===== src/rtl/step_detector_unit_assert.svh =====
// Assertion macros for the step detector unit.
// Used by files that carry concurrent checks; they expect i_clk and i_rst_n in scope.
`ifndef STEP_DETECTOR_UNIT_ASSERT_SVH
`define STEP_DETECTOR_UNIT_ASSERT_SVH

// same-cycle implication
`define SDU_ASSERT_IMPL(lbl, ante, cons) \
    lbl: assert property (@(posedge i_clk) disable iff (!i_rst_n) (ante) |-> (cons)) \
        else $error("step detector check failed");

// next-cycle implication
`define SDU_ASSERT_NEXT(lbl, ante, cons) \
    lbl: assert property (@(posedge i_clk) disable iff (!i_rst_n) (ante) |=> (cons)) \
        else $error("step detector check failed");

`endif


===== src/rtl/sdu_pkg.sv =====
// Shared types and constants of the step detector unit.
// No dependencies.
`timescale 1ns / 1ps

package sdu_pkg;

    localparam int ALPHA_BITS = 16;
    localparam logic [16:0] ALPHA_ONE = 17'h10000;

    localparam int CFG_INDEX_W = 3;
    localparam int CFG_DATA_W = 17;

    localparam int CNT_W = 5;
    localparam int SQ_STEPS = 4;
    localparam int SQRT_STEPS = 16;
    localparam int MUL_STEPS = 17;

    typedef enum logic [CFG_INDEX_W-1:0] {
        CFG_FILTER_ALPHA   = 3'd0,
        CFG_LOW_THRESHOLD  = 3'd1,
        CFG_HIGH_THRESHOLD = 3'd2,
        CFG_MIN_INTERVAL   = 3'd3,
        CFG_MAX_INTERVAL   = 3'd4
    } t_cfg_index;

    typedef enum logic [2:0] {
        ST_IDLE,
        ST_SQUARE,
        ST_ROOT,
        ST_DIFF,
        ST_MUL,
        ST_SUM,
        ST_DONE
    } t_state;

    typedef struct packed {
        logic signed [15:0] z;
        logic signed [15:0] y;
        logic signed [15:0] x;
    } t_accel;

    typedef struct packed {
        logic start;
        logic first;
        logic ack;
    } t_core_ctrl;

    typedef struct packed {
        logic idle;
        logic done;
    } t_core_stat;

endpackage


===== src/rtl/step_detector_unit.sv =====
// Pedometer step detector: config registers, detector state, stream ports, result register.
// Depends on sdu_pkg and sdu_core; assertions from step_detector_unit_assert.svh.
// One sample at a time: the next sample is accepted only after the previous result
// commits, since the square-root and shift-add filter loops run on the shared adder;
// the filter multiply and sum steps are skipped while the filter is unseeded.
// Reset: synchronous active low; clears detector state and restores register defaults.
`timescale 1ns / 1ps
`include "step_detector_unit_assert.svh"

module step_detector_unit #(
    parameter int FILTER_FRACTION_BITS = 16
) (
    input  logic                            i_clk,
    input  logic                            i_rst_n,
    // config write channel
    input  logic                            i_cfg_valid,
    output logic                            o_cfg_ready,
    input  logic [sdu_pkg::CFG_INDEX_W-1:0] i_cfg_index,
    input  logic [sdu_pkg::CFG_DATA_W-1:0]  i_cfg_data,
    // sample stream
    input  logic                            s_axis_tvalid,
    output logic                            s_axis_tready,
    input  logic [79:0]                     s_axis_tdata,  // accel_x, accel_y, accel_z, time_ms
    input  logic [0:0]                      s_axis_tuser,  // sample_valid
    // result stream
    output logic                            m_axis_tvalid,
    input  logic                            m_axis_tready,
    output logic [47:0]                     m_axis_tdata,  // step_total, smoothed_magnitude
    output logic [0:0]                      m_axis_tuser   // step_detected
);

    import sdu_pkg::*;

    localparam int SW = 16 + FILTER_FRACTION_BITS;

    logic [16:0]   r_alpha;
    logic [15:0]   r_low, r_high, r_min, r_max;

    logic          r_in_valid;
    logic [31:0]   r_time;

    logic          r_filter_ready, n_filter_ready;
    logic [SW-1:0] r_smooth, n_smooth;
    logic          r_armed, n_armed;
    logic          r_have, n_have;
    logic [31:0]   r_prev, n_prev;
    logic [31:0]   r_count, n_count;
    logic          w_det;

    logic          r_out_valid;
    logic          r_out_det;
    logic [31:0]   r_out_total;
    logic [15:0]   r_out_smooth;

    t_core_ctrl    w_ctrl;
    t_core_stat    w_stat;
    t_accel        w_accel;
    logic [16:0]   w_alpha;
    logic [SW-1:0] w_s_new;
    logic [31:0]   w_interval;
    logic          w_in_acc, w_commit;

    assign o_cfg_ready = 1'b1;

    always_ff @(posedge i_clk) begin
        if (!i_rst_n) begin
            r_alpha <= 17'd13107;
            r_low   <= 16'd1050;
            r_high  <= 16'd1150;
            r_min   <= 16'd250;
            r_max   <= 16'd2000;
        end else if (i_cfg_valid) begin
            case (i_cfg_index)
                CFG_FILTER_ALPHA:   r_alpha <= i_cfg_data;
                CFG_LOW_THRESHOLD:  r_low   <= i_cfg_data[15:0];
                CFG_HIGH_THRESHOLD: r_high  <= i_cfg_data[15:0];
                CFG_MIN_INTERVAL:   r_min   <= i_cfg_data[15:0];
                CFG_MAX_INTERVAL:   r_max   <= i_cfg_data[15:0];
                default:            r_alpha <= r_alpha;
            endcase
        end
    end

    assign w_alpha = (r_alpha > ALPHA_ONE) ? ALPHA_ONE : r_alpha;

    assign s_axis_tready = w_stat.idle;
    assign w_in_acc      = s_axis_tvalid && s_axis_tready;
    assign w_commit      = w_stat.done && (!r_out_valid || m_axis_tready);

    assign w_accel.x = s_axis_tdata[15:0];
    assign w_accel.y = s_axis_tdata[31:16];
    assign w_accel.z = s_axis_tdata[47:32];

    assign w_ctrl.start = w_in_acc;
    assign w_ctrl.first = !r_filter_ready;
    assign w_ctrl.ack   = w_commit;

    always_ff @(posedge i_clk) begin
        if (w_in_acc) begin
            r_in_valid <= s_axis_tuser[0];
            r_time     <= s_axis_tdata[79:48];
        end
    end

    sdu_core #(
        .FRAC_BITS (FILTER_FRACTION_BITS)
    ) u_core (
        .i_clk   (i_clk),
        .i_rst_n (i_rst_n),
        .i_ctrl  (w_ctrl),
        .i_accel (w_accel),
        .i_alpha (w_alpha),
        .i_s_old (r_smooth),
        .o_stat  (w_stat),
        .o_s_new (w_s_new)
    );

    assign w_interval = r_time - r_prev;

    always_comb begin
        n_filter_ready = r_filter_ready;
        n_smooth       = r_smooth;
        n_armed        = r_armed;
        n_have         = r_have;
        n_prev         = r_prev;
        n_count        = r_count;
        w_det          = 1'b0;
        if (r_in_valid) begin
            n_filter_ready = 1'b1;
            n_smooth       = w_s_new;
            if (w_s_new <= {r_low, {FILTER_FRACTION_BITS{1'b0}}}) begin
                n_armed = 1'b1;
            end
            if (n_armed && (w_s_new >= {r_high, {FILTER_FRACTION_BITS{1'b0}}})) begin
                n_armed = 1'b0;
                if (!(r_have && (w_interval < 32'(r_min)))) begin
                    // stale history clear, overridden by the new step
                    n_have = r_have && !(w_interval > 32'(r_max));
                    n_have = 1'b1;
                    n_prev = r_time;
                    if (r_count != '1) begin
                        n_count = r_count + 32'd1;
                    end
                    w_det = 1'b1;
                end
            end
        end
    end

    always_ff @(posedge i_clk) begin
        if (!i_rst_n) begin
            r_filter_ready <= 1'b0;
            r_smooth       <= '0;
            r_armed        <= 1'b0;
            r_have         <= 1'b0;
            r_prev         <= '0;
            r_count        <= '0;
            r_out_valid    <= 1'b0;
        end else begin
            if (w_commit) begin
                r_filter_ready <= n_filter_ready;
                r_smooth       <= n_smooth;
                r_armed        <= n_armed;
                r_have         <= n_have;
                r_prev         <= n_prev;
                r_count        <= n_count;
                r_out_valid    <= 1'b1;
            end else if (m_axis_tready) begin
                r_out_valid    <= 1'b0;
            end
        end
    end

    always_ff @(posedge i_clk) begin
        if (w_commit) begin
            r_out_det    <= w_det;
            r_out_total  <= n_count;
            r_out_smooth <= n_smooth[SW-1:FILTER_FRACTION_BITS];
        end
    end

    assign m_axis_tvalid   = r_out_valid;
    assign m_axis_tuser[0] = r_out_det;
    assign m_axis_tdata    = {r_out_smooth, r_out_total};

    `SDU_ASSERT_IMPL(a_busy_not_ready, w_stat.done, !s_axis_tready)
    `SDU_ASSERT_NEXT(a_done_holds, w_stat.done && !w_commit, w_stat.done)
    `SDU_ASSERT_NEXT(a_commit_shows, w_commit, m_axis_tvalid)
    `SDU_ASSERT_IMPL(a_step_counted, r_out_valid && r_out_det, r_out_total != 32'd0)

endmodule


===== src/rtl/sdu_alu.sv =====
// Shared add/subtract unit of the step detector.
// No dependencies.
`timescale 1ns / 1ps

module sdu_alu #(
    parameter int W = 50
) (
    input  logic [W-1:0] i_a,
    input  logic [W-1:0] i_b,
    input  logic         i_sub,
    output logic [W-1:0] o_sum,
    output logic         o_neg
);

    assign o_sum = i_sub ? (i_a - i_b) : (i_a + i_b);
    assign o_neg = o_sum[W-1];

endmodule


===== src/rtl/sdu_core.sv =====
// Sequencer and datapath: squares, bit-serial square root, shift-add filter update.
// Depends on sdu_pkg and sdu_alu.
`timescale 1ns / 1ps

module sdu_core #(
    parameter int FRAC_BITS = 16,
    localparam int SW = 16 + FRAC_BITS
) (
    input  logic                i_clk,
    input  logic                i_rst_n,
    input  sdu_pkg::t_core_ctrl i_ctrl,
    input  sdu_pkg::t_accel     i_accel,
    input  logic [16:0]         i_alpha,
    input  logic [SW-1:0]       i_s_old,
    output sdu_pkg::t_core_stat o_stat,
    output logic [SW-1:0]       o_s_new
);

    import sdu_pkg::*;

    localparam int AW = SW + 18;

    t_state             r_state, n_state;
    logic [CNT_W-1:0]   r_cnt, n_cnt;

    t_accel             r_accel;
    logic [31:0]        r_prod;
    logic [31:0]        r_rad;
    logic [17:0]        r_rem;
    logic [15:0]        r_q;
    logic [AW-1:0]      r_mcand;
    logic [16:0]        r_mplier;
    logic [AW-1:0]      r_acc;
    logic [SW-1:0]      r_snew;

    logic signed [15:0] w_mop;
    logic signed [31:0] w_sq;
    logic [19:0]        w_rs;
    logic [SW-1:0]      w_target;
    logic [AW-1:0]      w_alu_a, w_alu_b, w_alu_y;
    logic               w_alu_sub, w_alu_neg;

    always_comb begin
        case (r_cnt[1:0])
            2'd1:    w_mop = r_accel.y;
            2'd2:    w_mop = r_accel.z;
            default: w_mop = r_accel.x;
        endcase
    end

    assign w_sq     = w_mop * w_mop;
    assign w_rs     = {r_rem, r_rad[31:30]};
    assign w_target = {r_q, {FRAC_BITS{1'b0}}};

    always_comb begin
        w_alu_a   = '0;
        w_alu_b   = '0;
        w_alu_sub = 1'b0;
        case (r_state)
            ST_SQUARE: begin
                w_alu_a = (r_cnt == CNT_W'(1)) ? '0 : AW'(r_rad);
                w_alu_b = AW'(r_prod);
            end
            ST_ROOT: begin
                w_alu_a   = AW'(w_rs);
                w_alu_b   = AW'({r_q, 2'b01});
                w_alu_sub = 1'b1;
            end
            ST_DIFF: begin
                w_alu_a   = AW'(w_target);
                w_alu_b   = AW'(i_s_old);
                w_alu_sub = 1'b1;
            end
            ST_MUL: begin
                w_alu_a = r_acc;
                w_alu_b = r_mcand;
            end
            ST_SUM: begin
                w_alu_a = AW'(i_s_old);
                w_alu_b = AW'($signed(r_acc) >>> ALPHA_BITS);
            end
            default: begin
                w_alu_a = '0;
            end
        endcase
    end

    sdu_alu #(
        .W (AW)
    ) u_alu (
        .i_a   (w_alu_a),
        .i_b   (w_alu_b),
        .i_sub (w_alu_sub),
        .o_sum (w_alu_y),
        .o_neg (w_alu_neg)
    );

    always_ff @(posedge i_clk) begin
        if (!i_rst_n) begin
            r_state <= ST_IDLE;
            r_cnt   <= '0;
        end else begin
            r_state <= n_state;
            r_cnt   <= n_cnt;
        end
    end

    always_comb begin
        n_state = r_state;
        n_cnt   = r_cnt + CNT_W'(1);
        case (r_state)
            ST_IDLE: begin
                n_cnt = '0;
                if (i_ctrl.start) begin
                    n_state = ST_SQUARE;
                end
            end
            ST_SQUARE: begin
                if (r_cnt == CNT_W'(SQ_STEPS - 1)) begin
                    n_state = ST_ROOT;
                    n_cnt   = '0;
                end
            end
            ST_ROOT: begin
                if (r_cnt == CNT_W'(SQRT_STEPS - 1)) begin
                    n_state = ST_DIFF;
                    n_cnt   = '0;
                end
            end
            ST_DIFF: begin
                n_cnt   = '0;
                n_state = i_ctrl.first ? ST_DONE : ST_MUL;
            end
            ST_MUL: begin
                if (r_cnt == CNT_W'(MUL_STEPS - 1)) begin
                    n_state = ST_SUM;
                    n_cnt   = '0;
                end
            end
            ST_SUM: begin
                n_state = ST_DONE;
                n_cnt   = '0;
            end
            ST_DONE: begin
                n_cnt = '0;
                if (i_ctrl.ack) begin
                    n_state = ST_IDLE;
                end
            end
            default: begin
                n_state = ST_IDLE;
                n_cnt   = '0;
            end
        endcase
    end

    always_ff @(posedge i_clk) begin
        case (r_state)
            ST_IDLE: begin
                if (i_ctrl.start) begin
                    r_accel <= i_accel;
                end
            end
            ST_SQUARE: begin
                if (r_cnt != CNT_W'(SQ_STEPS - 1)) begin
                    r_prod <= w_sq;
                end
                if (r_cnt != '0) begin
                    r_rad <= w_alu_y[31:0];
                end
                r_rem <= '0;
                r_q   <= '0;
            end
            ST_ROOT: begin
                r_rad <= {r_rad[29:0], 2'b00};
                if (!w_alu_neg) begin
                    r_rem <= w_alu_y[17:0];
                    r_q   <= {r_q[14:0], 1'b1};
                end else begin
                    r_rem <= w_rs[17:0];
                    r_q   <= {r_q[14:0], 1'b0};
                end
            end
            ST_DIFF: begin
                r_snew   <= w_target;
                r_mcand  <= w_alu_y;
                r_mplier <= i_alpha;
                r_acc    <= '0;
            end
            ST_MUL: begin
                if (r_mplier[0]) begin
                    r_acc <= w_alu_y;
                end
                r_mcand  <= {r_mcand[AW-2:0], 1'b0};
                r_mplier <= {1'b0, r_mplier[16:1]};
            end
            ST_SUM: begin
                r_snew <= w_alu_y[SW-1:0];
            end
            default: begin
                r_snew <= r_snew;
            end
        endcase
    end

    assign o_stat.idle = (r_state == ST_IDLE);
    assign o_stat.done = (r_state == ST_DONE);
    assign o_s_new     = r_snew;

endmodule


===== config.mk =====
export PLATFORM = sky130hd
export DESIGN_NAME = step_detector_unit
export DESIGN_NICKNAME = d
export VERILOG_FILES = /design/src/rtl/sdu_pkg.sv /design/src/rtl/step_detector_unit.sv /design/src/rtl/sdu_alu.sv /design/src/rtl/sdu_core.sv
export VERILOG_INCLUDE_DIRS = /design/src /design/src/rtl
export SDC_FILE = /design/constraint.sdc
export NUM_CORES = 2
export LEC_CHECK = 0
export ABC_AREA = 1
export BUFFER_PORTS_ARGS = -buffer_cell sky130_fd_sc_hd__buf_2
export CORE_MARGIN = 2
export CORE_UTILIZATION = 55
export CTS_CLUSTER_DIAMETER = 80
export DETAILED_ROUTE_END_ITERATION = 10
export GPL_TIMING_DRIVEN = 0
export PLACE_DENSITY = 0.84
export SETUP_SLACK_MARGIN = 0.1
export SLEW_MARGIN = 20
export SYNTH_ARGS = -nofsm -noshare
export SYNTH_HDL_FRONTEND = slang
export SYNTH_SLANG_ARGS = --single-unit

===== constraint.sdc =====
create_clock -name i_clk -period 14.2 [get_ports i_clk]
set_input_delay 0.71 -clock i_clk [delete_from_list [all_inputs] [get_ports i_clk]]
set_output_delay 0.71 -clock i_clk [all_outputs]
set_load 0.1 [all_outputs]

==> flow_metrics.tcl <==
set metrics [dict create \
    run_status "finished clean" \
    report.final.hold_viol_count 0 \
    synth_ff_type "sky130_fd_sc_hd__edfxtp_1" \
    dieWidth_um 275 \
    area_growth_pct 10.6 \
    globalRouteOverflowTotal 0 \
    critPathKind "flip-flop to flip-flop" \
    clk_pin_slew_worst_paths_ns 0.07 \
    dieHeight_um 275 \
    drt-total-wl_um 126000 \
    startpoint_type_of_the_worst_setup_path "flip-flop" \
    synth.top_cells.by_area "sky130_fd_sc_hd__edfxtp_1 (28%), sky130_fd_sc_hd__fa_1 (12%), sky130_fd_sc_hd__nand2_1 (9.7%), sky130_fd_sc_hd__dfxtp_1 (8.6%), sky130_fd_sc_hd__inv_1 (8.5%)" \
    most_frequent_cells_after_synthesis "sky130_fd_sc_hd__nand2_1 (1046), sky130_fd_sc_hd__inv_1 (916), sky130_fd_sc_hd__nor2_1 (552)" \
    first_pass_iters 6 \
    drv.max_cap_violation_count 0 \
    post_route_cells_drive_above_1_share_pct 6.82 \
    rsz_0062_raised_after_global_routing "false" \
    startpoint_of_the_tightest_hold_check_path "s_axis_tdata[7]" \
    tritoncts.num_buffers 59 \
    layout_top_registers "u_core.r_acc: 50 flops, u_core.r_mcand: 50 flops, u_core.r_accel: 48 flops" \
    detail_route.drc_violations 0 \
    multi_input_comb_area_um2 21400 \
    cts.hold.buffers_added 0 \
    post_cts_setup_bufs 0 \
    synth-warning-count 0 \
    worstPathMaxFanout 10 \
    grt_usage_pct 33.7 \
    io_pins 158 \
    synth_area_leader_cell "sky130_fd_sc_hd__edfxtp_1" \
    std_cell_rows 99 \
    ys_ff_latch 549 \
    grt_first_pass_wirelength_um 194000 \
    synth_most_common_cell "sky130_fd_sc_hd__nand2_1" \
    crit_buf_inv 10 \
    largest_net_degree_at_the_start_of_global_routing 59 \
    maxSlewHeadroom_pct 24.1 \
    worst_path_largest_cell_delay_ns 0.67 \
    cp.required_ns 14.57 \
    place.gp.congestion 1.05 \
    postRouteAntennaNets 0 \
    final-seq-area_um2 14800 \
    fin_worst_skew_ns 0.0232 \
    ctsHtreeMaxLevel 2 \
    area_fraction_of_the_dominant_cell_type_after_synthesis_pct 28.0 \
    via_per_inst 5.75 \
    critical_path.endpoint_type "flip-flop" \
    worst_r2r_startpoint "u_core.r_cnt[0]" \
    worst_path_dominant_cell_family "adder cells" \
    clk_path_buf_depth 3 \
    hold_class "primary input to flip-flop" \
    setup_viol 0 \
    postSynth.asyncResetShare_pct 0 \
    cp_slowest_cell "sky130_fd_sc_hd__clkbuf_1" \
    fmax_ghz 0.112 \
    timing.critical_path.from "u_core.r_cnt[0]" \
    fillCellCount 6171 \
    grt_pass1_vias 34871 \
    initial_utilization_pct 55.4 \
    core_area_um2 72700 \
    syn-mean-instance-area_um2 8.02 \
    clock_latency_ns 0.65 \
    synth_seq_area_share_pct 36.6 \
    cts_repair_resize_count 0 \
    vias_post_dr 35971 \
    postSynthCellCount 5021 \
    timing.final.crit_period_ns 8.94 \
    worstMarginPinSlew_ns 1.14 \
    drt-wirelength-per-cell_um 20.2 \
    clk_root_buffer_cell "sky130_fd_sc_hd__clkbuf_16" \
    synth_cell_type_count 55 \
    dieArea_um2 75400 \
    synth_nets 5584 \
    synthesis.area_um2 40300 \
    hpwl_um 99100 \
    arrival_ns 9.31 \
    iter_0_drt_violations 4580 \
    period_share_pct 63.0 \
    tritoncts "built" \
    layout.nets 5808 \
    numClockSinks 549 \
    timing.final.max_slew_violations 0 \
    number_of_enable_flip_flop_cells_after_synthesis 376 \
    totalNegativeSetupSlack_ns 0 \
    place.port_buffers 156 \
    number_of_antenna_violations_at_the_first_check_in_global_routing 5 \
]
kinds of logic after synthesis:
kind of cell    after synthesis  synth area share [%]
fa+ha+maj                   457                  18.6
buf+inv                    1085                  10.4
other cells                   1               0.00931
xor+xnor                    145                  3.15
simple gates               1970                  20.0
compound gates              814                  11.2
flops                       549                  36.6
cell usage in the layout, fill, tap and decap left out, types with 31 or more instances in the layout:
cell and n:
sky130_fd_sc_hd__nor3_1 42, sky130_fd_sc_hd__edfxtp_1 376, sky130_fd_sc_hd__ha_1 221, sky130_fd_sc_hd__nand4_1 38
sky130_fd_sc_hd__nor2_1 551, sky130_fd_sc_hd__xor2_1 95, sky130_fd_sc_hd__clkbuf_16 64, sky130_fd_sc_hd__nand3_1 218
sky130_fd_sc_hd__inv_1 915, sky130_fd_sc_hd__a21oi_1 268, sky130_fd_sc_hd__buf_2 171, sky130_fd_sc_hd__nand2_1 1041
sky130_fd_sc_hd__dfxtp_1 173, sky130_fd_sc_hd__clkbuf_1 126, sky130_fd_sc_hd__fa_1 236, sky130_fd_sc_hd__xnor2_1 50
sky130_fd_sc_hd__a31oi_1 31, sky130_fd_sc_hd__o21ai_0 366
metal layers:
layer | GRT usage, % | up-vias | wire length, µm
met5 | 0 | - | 48
met4 | 14.3 | 2 | 5980
met3 | 7.34 | 355 | 15200
met2 | 52.5 | 2127 | 55400
met1 | 45.6 | 16925 | 49900
li1 | - | 16562 | -
area by class of cell:
cell class                 count  area share, %
multi-input combinational   3387           48.0
sequential                   549           33.1
inverter                     929           7.83
clock buffer                  79           3.77
tap                          959           2.69
timing repair buffer         163           2.13
buffer                       156           1.54
clock inverter                32          0.904
antenna                        3         0.0169
path summary, 6_finish.rpt:
kind | slack [ns] | endpoint | depth (start not counted)
worst min-delay path | 0.24 | u_core.r_accel[7] | 1
worst max-delay path | 5.26 | u_core.r_prod[31] | 30
worst min register to register | 0.46 | r_min[11] | 2
worst max register to register | 5.26 | u_core.r_prod[31] | 30
per-stage QoR:
stage               hold slack (ns)  cells  utilization, %  cell area (µm²)  setup WS (ns)
floorplan                     0.435   5021               -            40300           7.15
global placement              0.450   6136            58.1            42300           5.57
detailed placement            0.454   6143            58.4            42500           5.52
CTS                           0.223   6254            61.2            44500           5.45
global route                  0.229   6255            61.3            44500           4.80
finish                        0.244   6257            61.3            44500           5.26
Power is not shown: default switching activity piles up to over one toggle a cycle in this logic, so the estimate is an artifact.
